**config.mk**
```make
export PLATFORM = sky130hd
export DESIGN_NAME = form_urlencoded_pair_decoder_top
export DESIGN_NICKNAME = d
export VERILOG_FILES = /design/src/rtl/fud_pkg.sv /design/src/rtl/fud_core.sv /design/src/rtl/fud_outq.sv /design/src/rtl/form_urlencoded_pair_decoder_top.sv
export SDC_FILE = /design/constraint.sdc
export NUM_CORES = 1
export LEC_CHECK = 0
export ABC_CLOCK_PERIOD_IN_PS = 4100
export BUFFER_PORTS_ARGS = -buffer_cell sky130_fd_sc_hd__clkbuf_2
export CAP_MARGIN = 20
export CORE_ASPECT_RATIO = 1.4
export CORE_MARGIN = 1
export CORE_UTILIZATION = 50
export CTS_CLUSTER_DIAMETER = 120
export DETAILED_ROUTE_END_ITERATION = 12
export GPL_ROUTABILITY_DRIVEN = 0
export PLACE_DENSITY = 0.69
export SYNTH_ARGS = -nofsm -noshare
export SYNTH_HDL_FRONTEND = slang
export SYNTH_SLANG_ARGS = --single-unit
```
**constraint.sdc**
```tcl
create_clock -name clk -period 4.1 [get_ports clk]
set_input_delay 0.82 -clock clk [delete_from_list [all_inputs] [get_ports clk]]
set_output_delay 0.82 -clock clk [all_outputs]
set_load 0.01 [all_outputs]
```
**src/rtl/fud_pkg.sv**
```systemverilog
// Package for the form-urlencoded pair decoder.
// Holds byte codes, phase/role/error codes and the shared result types.
// No dependencies.
package fud_pkg;

  localparam logic [7:0] HEX_CASE_MASK = 8'hdf;
  localparam logic [7:0] ESCAPE_BYTE   = 8'h25;
  localparam logic [7:0] PLUS_BYTE     = 8'h2b;
  localparam logic [7:0] SPACE_BYTE    = 8'h20;
  localparam logic [7:0] PAIR_SEP      = 8'h26;
  localparam logic [7:0] NAME_SEP      = 8'h3d;
  localparam logic [7:0] DIGIT_ZERO    = 8'h30;
  localparam logic [7:0] LETTER_A      = 8'h41;
  localparam logic [7:0] HEX_TEN       = 8'h0a;

  localparam logic [1:0] PHASE_IDLE  = 2'd0;
  localparam logic [1:0] PHASE_NAME  = 2'd1;
  localparam logic [1:0] PHASE_VALUE = 2'd2;
  localparam logic [1:0] PHASE_DROP  = 2'd3;

  localparam logic [1:0] ESC_NONE = 2'd0;
  localparam logic [1:0] ESC_HIGH = 2'd1;
  localparam logic [1:0] ESC_LOW  = 2'd2;

  localparam logic [1:0] ROLE_NAME     = 2'd0;
  localparam logic [1:0] ROLE_VALUE    = 2'd1;
  localparam logic [1:0] ROLE_PAIR_END = 2'd2;
  localparam logic [1:0] ROLE_REQ_END  = 2'd3;

  localparam logic [1:0] ERR_NONE      = 2'd0;
  localparam logic [1:0] ERR_NO_VALUE  = 2'd1;
  localparam logic [1:0] ERR_TRUNCATED = 2'd2;

  localparam int MAX_RESULTS = 3;

  typedef struct packed {
    logic [1:0] phase;
    logic       name_seen;
    logic       value_seen;
    logic [1:0] esc;
    logic [3:0] high_digit;
    logic [1:0] err;
  } dec_state_t;

  typedef struct packed {
    logic [7:0] out_byte;
    logic [1:0] role;
    logic [1:0] status;
    logic       last_result;
  } result_t;

  typedef struct packed {
    logic [1:0]                   count;
    result_t [MAX_RESULTS-1:0]    res;
  } step_out_t;

  localparam dec_state_t STATE_RESET = '{
    phase: PHASE_IDLE, name_seen: 1'b0, value_seen: 1'b0,
    esc: ESC_NONE, high_digit: 4'd0, err: ERR_NONE
  };

  function automatic logic [7:0] digit_value(input logic [7:0] c);
    logic [7:0] v;
    if (c >= LETTER_A) begin
      v = (c & HEX_CASE_MASK) - LETTER_A + HEX_TEN;
    end else begin
      v = c - DIGIT_ZERO;
    end
    return v;
  endfunction

  function automatic logic pair_end_ok(input dec_state_t s);
    return (s.phase != PHASE_IDLE) && (s.phase != PHASE_NAME) && s.value_seen &&
           (s.esc == ESC_NONE);
  endfunction

  function automatic dec_state_t close_state(input dec_state_t s);
    dec_state_t r;
    r = s;
    if (s.phase != PHASE_IDLE) begin
      if (s.phase == PHASE_NAME || !s.value_seen) begin
        r.err = ERR_NO_VALUE;
      end else if (s.esc != ESC_NONE) begin
        r.err = ERR_TRUNCATED;
      end
      r.phase      = PHASE_IDLE;
      r.name_seen  = 1'b0;
      r.value_seen = 1'b0;
      r.esc        = ESC_NONE;
      r.high_digit = 4'd0;
    end
    return r;
  endfunction

endpackage

```
**src/rtl/fud_core.sv**
```systemverilog
// Per-byte decode step: tokenizer state registers and the result list
// produced by one accepted byte. Depends on fud_pkg.
module fud_core (
  input  logic                  clk,
  input  logic                  rst,
  input  logic                  accept,
  input  logic [7:0]            in_byte,
  input  logic                  end_of_request,
  output fud_pkg::step_out_t    step
);

  fud_pkg::dec_state_t st;
  fud_pkg::dec_state_t st_next;
  fud_pkg::dec_state_t s;
  fud_pkg::result_t    slot [fud_pkg::MAX_RESULTS];
  logic [1:0]          n;
  logic [7:0]          c;
  logic [7:0]          dig;

  always_comb begin
    s   = st;
    n   = 2'd0;
    for (int i = 0; i < fud_pkg::MAX_RESULTS; i++) begin
      slot[i] = '0;
    end
    c   = (in_byte == fud_pkg::PLUS_BYTE) ? fud_pkg::SPACE_BYTE : in_byte;
    dig = fud_pkg::digit_value(c);

    if (s.err == fud_pkg::ERR_NONE) begin
      if (in_byte == fud_pkg::PAIR_SEP) begin
        if (fud_pkg::pair_end_ok(s)) begin
          slot[n].role = fud_pkg::ROLE_PAIR_END;
          n = n + 2'd1;
        end
        s = fud_pkg::close_state(s);
      end else if (in_byte == fud_pkg::NAME_SEP) begin
        if (s.phase == fud_pkg::PHASE_IDLE) begin
          s.phase = fud_pkg::PHASE_NAME;
        end else if (s.phase == fud_pkg::PHASE_NAME) begin
          if (s.name_seen) begin
            s.phase = fud_pkg::PHASE_VALUE;
          end
        end else if (s.phase == fud_pkg::PHASE_VALUE && s.value_seen) begin
          if (s.esc != fud_pkg::ESC_NONE) begin
            s            = fud_pkg::STATE_RESET;
            s.err        = fud_pkg::ERR_TRUNCATED;
          end else begin
            s.phase = fud_pkg::PHASE_DROP;
          end
        end
      end else if (s.phase == fud_pkg::PHASE_IDLE || s.phase == fud_pkg::PHASE_NAME) begin
        s.phase        = fud_pkg::PHASE_NAME;
        s.name_seen    = 1'b1;
        slot[n].out_byte = in_byte;
        slot[n].role     = fud_pkg::ROLE_NAME;
        n = n + 2'd1;
      end else if (s.phase == fud_pkg::PHASE_VALUE) begin
        s.value_seen = 1'b1;
        if (s.esc == fud_pkg::ESC_NONE) begin
          if (in_byte == fud_pkg::ESCAPE_BYTE) begin
            s.esc = fud_pkg::ESC_HIGH;
          end else begin
            slot[n].out_byte = c;
            slot[n].role     = fud_pkg::ROLE_VALUE;
            n = n + 2'd1;
          end
        end else if (s.esc == fud_pkg::ESC_HIGH) begin
          s.high_digit = dig[3:0];
          s.esc        = fud_pkg::ESC_LOW;
        end else begin
          slot[n].out_byte = {s.high_digit, 4'd0} + dig;
          slot[n].role     = fud_pkg::ROLE_VALUE;
          n = n + 2'd1;
          s.esc = fud_pkg::ESC_NONE;
        end
      end
    end

    if (end_of_request) begin
      if (s.err == fud_pkg::ERR_NONE) begin
        if (fud_pkg::pair_end_ok(s)) begin
          slot[n].role = fud_pkg::ROLE_PAIR_END;
          n = n + 2'd1;
        end
        s = fud_pkg::close_state(s);
      end
      slot[n].role        = fud_pkg::ROLE_REQ_END;
      slot[n].status      = s.err;
      slot[n].last_result = 1'b1;
      n = n + 2'd1;
      s = fud_pkg::STATE_RESET;
    end

    st_next    = s;
    step.count = n;
    for (int i = 0; i < fud_pkg::MAX_RESULTS; i++) begin
      step.res[i] = slot[i];
    end
  end

  always_ff @(posedge clk) begin
    if (rst) begin
      st <= fud_pkg::STATE_RESET;
    end else if (accept) begin
      st <= st_next;
    end
  end

endmodule

```
**src/rtl/fud_outq.sv**
```systemverilog
// Result register for one byte's worth of results, drained one per cycle while m_tready is high.
// Depends on fud_pkg.
module fud_outq (
  input  logic                clk,
  input  logic                rst,
  input  logic                load,
  input  fud_pkg::step_out_t  step,
  output logic                free,
  output logic                m_tvalid,
  input  logic                m_tready,
  output fud_pkg::result_t    head
);

  fud_pkg::result_t q [fud_pkg::MAX_RESULTS];
  logic [1:0]       cnt;
  logic [1:0]       idx;
  logic             pop;
  logic             last_pop;

  assign m_tvalid = (cnt != 2'd0);
  assign pop      = m_tvalid && m_tready;
  assign last_pop = pop && (idx == cnt - 2'd1);
  assign free     = (cnt == 2'd0) || last_pop;
  assign head     = q[idx];

  always_ff @(posedge clk) begin
    if (rst) begin
      cnt <= 2'd0;
      idx <= 2'd0;
    end else if (load) begin
      cnt <= step.count;
      idx <= 2'd0;
    end else if (last_pop) begin
      cnt <= 2'd0;
      idx <= 2'd0;
    end else if (pop) begin
      idx <= idx + 2'd1;
    end
  end

  always_ff @(posedge clk) begin
    if (load) begin
      for (int i = 0; i < fud_pkg::MAX_RESULTS; i++) begin
        q[i] <= step.res[i];
      end
    end
  end

endmodule

```
**src/rtl/form_urlencoded_pair_decoder_top.sv**
```systemverilog
// Top level of the form-urlencoded pair decoder: stream ports, decode step
// and result register. Depends on fud_pkg, fud_core, fud_outq.
//
//  channel | dir | tdata        | tuser                    | tlast
//  s_*     | in  | in_byte[7:0] | -                        | end_of_request
//  m_*     | out | out_byte     | role[1:0], status[3:2]   | last_result
//
// Each byte is decoded into 0 to 3 results held in the result register;
// results leave one per cycle while m_tready is high. A byte yielding at
// most one result sustains one byte per cycle while m_tready is high;
// the result register drain sets the rate otherwise. Reset returns the
// tokenizer to between pairs with no error and empties the result register.
// s_tready is high only when the register is empty or its last result pops.
module form_urlencoded_pair_decoder_top (
  input  logic       clk,
  input  logic       rst,
  input  logic       s_tvalid,
  output logic       s_tready,
  input  logic [7:0] s_tdata,   // in_byte[7:0]
  input  logic       s_tlast,
  output logic       m_tvalid,
  input  logic       m_tready,
  output logic [7:0] m_tdata,   // out_byte[7:0]
  output logic [3:0] m_tuser,   // role[1:0], status[3:2]
  output logic       m_tlast
);

  logic               accept;
  logic               free;
  fud_pkg::step_out_t step;
  fud_pkg::result_t   head;

  assign s_tready = free;
  assign accept   = s_tvalid && free;

  fud_core u_core (
    .clk            (clk),
    .rst            (rst),
    .accept         (accept),
    .in_byte        (s_tdata),
    .end_of_request (s_tlast),
    .step           (step)
  );

  fud_outq u_outq (
    .clk      (clk),
    .rst      (rst),
    .load     (accept),
    .step     (step),
    .free     (free),
    .m_tvalid (m_tvalid),
    .m_tready (m_tready),
    .head     (head)
  );

  assign m_tdata = head.out_byte;
  assign m_tuser = {head.status, head.role};
  assign m_tlast = head.last_result;

endmodule
```
==> metrics.txt <==
outcome=completed; Leakage=1.28 nW; VDD IR max=141 uV; CTS root buffer=clkbuf_8; Overall Power=0.827 mW; Rows=31; design area=0.00301 mm^2; DP Area=0.00293 mm^2; Worst Setup Start Kind=primary input; antenna cell count=0; Hold Startpoint=u_core.st[4]; initial antenna violation count=0; CTS Buf Count=5; reg2reg start=u_core.st[11]; syn_nets=346; RSZ-0062 raised after global routing=no; post-CTS sizing=0; total gr overflow=0; DR vias/cell=5.87; FF+latch count, synth=38; area grow syn2layout=9.47%; post-synthesis cell count=313; IO Port Bufs=27; DRC errors left=0; Setup crit end kind=register; Net Sw Frac=27.4%; Starting Density=52.5%; gr usage total=23.2%; power share of the clock group=29.4%; Internal Pwr Total=0.601 mW; ys async rst share=0%; first-pass GRT wire length=10500 um; DRT Pass-1 Iters=4; share of cells above drive strength 1=14.7%; DRT iter0 DRCs=125; total number of vias=2376; worst min-delay path category=reg -> reg; register share of total power=52.3%; DR top layer=met4; critical path class=in -> reg; reg2reg path depth=12; Achievable Freq=280 MHz; CTS tree=built; net switching power=0.226 mW; routed len/inst=15.1 um; clock sink total=38; clock buffer depth=2; commonest cells after routing, fill and taps aside=nor2_1 (32), clkbuf_2 (27), inv_1 (26), nand2_1 (23), edfxtp_1 (20); met3 wire length=174 um; dpl cells=397; fin cells=405; Cell Pwr Density=275 mW/mm^2; Max-Cap Viols=0; Ys Warns=0; Worst EP arrival=3.62 ns; DRT antenna net count=0; Final TNS setup=0 ns; routed metal-1 wire length=2420 um; number of top-level pins=28; DP HPWL=4800 um; Final Max Slew Viols=0; Final Setup Violations=0; Avg Cell Area, Syn=8.78 um^2; drt total wl=6130 um; postcts setup bufs=0; worst reg2reg setup slack=1.09 ns; Seq/Total Area, Yosys=35.0%; final worst path period need=3.57 ns; DIE AREA=0.00580 mm^2; clock transition at the registers of the reported paths=0.07 ns; Comb power frac=18.3%; area of the core=0.00524 mm^2; Post-synth EDFFs=20; largest net degree at the start of global routing=25; CP max FO=14; Worst Hold Depth=1; final core occ=57.5%; chip height=89.7 um; endpoint of the worst hold path=u_core.st[4]; Worst Max-Slew Pin Slew=0.882 ns; Synth Cell Area=0.00275 mm^2; Hold Fails Final Rpt=0; crit share post-route=87.1%; vias in the first global route=2323; post-synth cell types=64; hold buffer count at CTS=0; Worst Path Required=4.15 ns; Worst R2R End=u_outq.q[1][2]; clk_lat worst skew=0.29 ns; die width=64.7 um; H-tree levels=2; Rel. slew slack=41.1%; Clock Skew=0.00633 ns; met2 WL=3360 um; top_reg_cell synth=edfxtp_1; commonest non-fill, non-tap cell in the layout=nor2_1; nets@finish=371
[kinds of logic after synthesis]
group / share of synthesized area, %
AOI/OAI and AO/OA: 22.0
muxes: 0.728
xor gates and xnor gates: 3.82
DFF: 35.0
adders and majority gates: 9.38
buffers and inverters: 5.69
and+or+nand+nor: 23.4
[worst max path at each step]
stage / slack [ns] / to / from / depth (start not counted)
CTS: 0.59 / u_outq.q[1][2] / s_tdata[4] / 15
global route: 0.24 / u_outq.q[1][2] / s_tdata[4] / 15
finish: 0.53 / u_outq.q[1][2] / s_tdata[4] / 15
floorplan: 0.78 / u_outq.q[0][11] / s_tdata[4] / 14
global placement: 0.35 / u_outq.q[1][2] / s_tdata[4] / 15
detailed placement: 0.30 / u_outq.q[1][2] / s_tdata[4] / 15
[final cells by class]
class	count	area (um^2)
inverter	27	101
clock buffer	6	72.6
timing repair buffer	29	150
tap	66	82.6
sequential	38	961
fill	488	2230
multi-input combinational	237	1630
clock inverter	2	10.0
[metal layers]
metal	track usage, %	vias up
li1	-	1191
met2	42.5	63
met4	10.6	0
met3	3.43	15
met1	25.4	1107
met5	0	-
[through the flow]
step / hold slack [ns] / worst slack (ns)
3_5_place_dp: 0.471 / 0.297
4_1_cts: 0.490 / 0.588
6_report: 0.482 / 0.527
2_1_floorplan: 0.439 / 0.781
5_1_grt: 0.511 / 0.244
3_3_place_gp: 0.464 / 0.353
[power by group through the flow]
stage                     logic (mW)  registers [mW]  clock network (mW)
final                          0.151           0.433               0.243
after global placement         0.151           0.441                   0
after global routing           0.169           0.435               0.264
after CTS                      0.153           0.433               0.247
after floorplan                0.108           0.436                   0
after detailed placement       0.152           0.441                   0
[Yosys cell counts (5+ instances only)]
master	count	area (um^2)
ha_1	19	238
dfxtp_1	18	360
buf_2	5	25.0
a31oi_1	5	31.3
nand2_1	23	86.3
o2bb2ai_1	5	43.8
a21oi_1	15	75.1
edfxtp_1	20	601
inv_1	26	97.6
xnor2_1	8	70.1
nand2b_1	7	43.8
nor2b_1	8	50.1
nor3_1	8	40.0
and2_1	12	75.1
nor2_1	32	120
o21ai_0	11	55.1
nand3_1	6	30.0
[state kept, by name (all words and copies together), names as in the netlist, named ones only]
name and flops:
u_outq.q 20, u_outq.idx 2, u_core.st 12, u_outq.cnt 2
[critical path: stages]
cell	delay (ns)
clkbuf_2	0.12
inv_1	0.13
ha_1	0.25
nand3_1	0.18
nor2_2	0.50
a32o_1	0.30
o2bb2ai_1	0.10
nor2_1	0.18
ha_1	0.27
nand2_1	0.14
inv_1	0.06
ha_1	0.19
nand2_1	0.11
inv_1	0.06
a31o_1	0.21
Note: power is estimated with default switching activity, not from simulation.
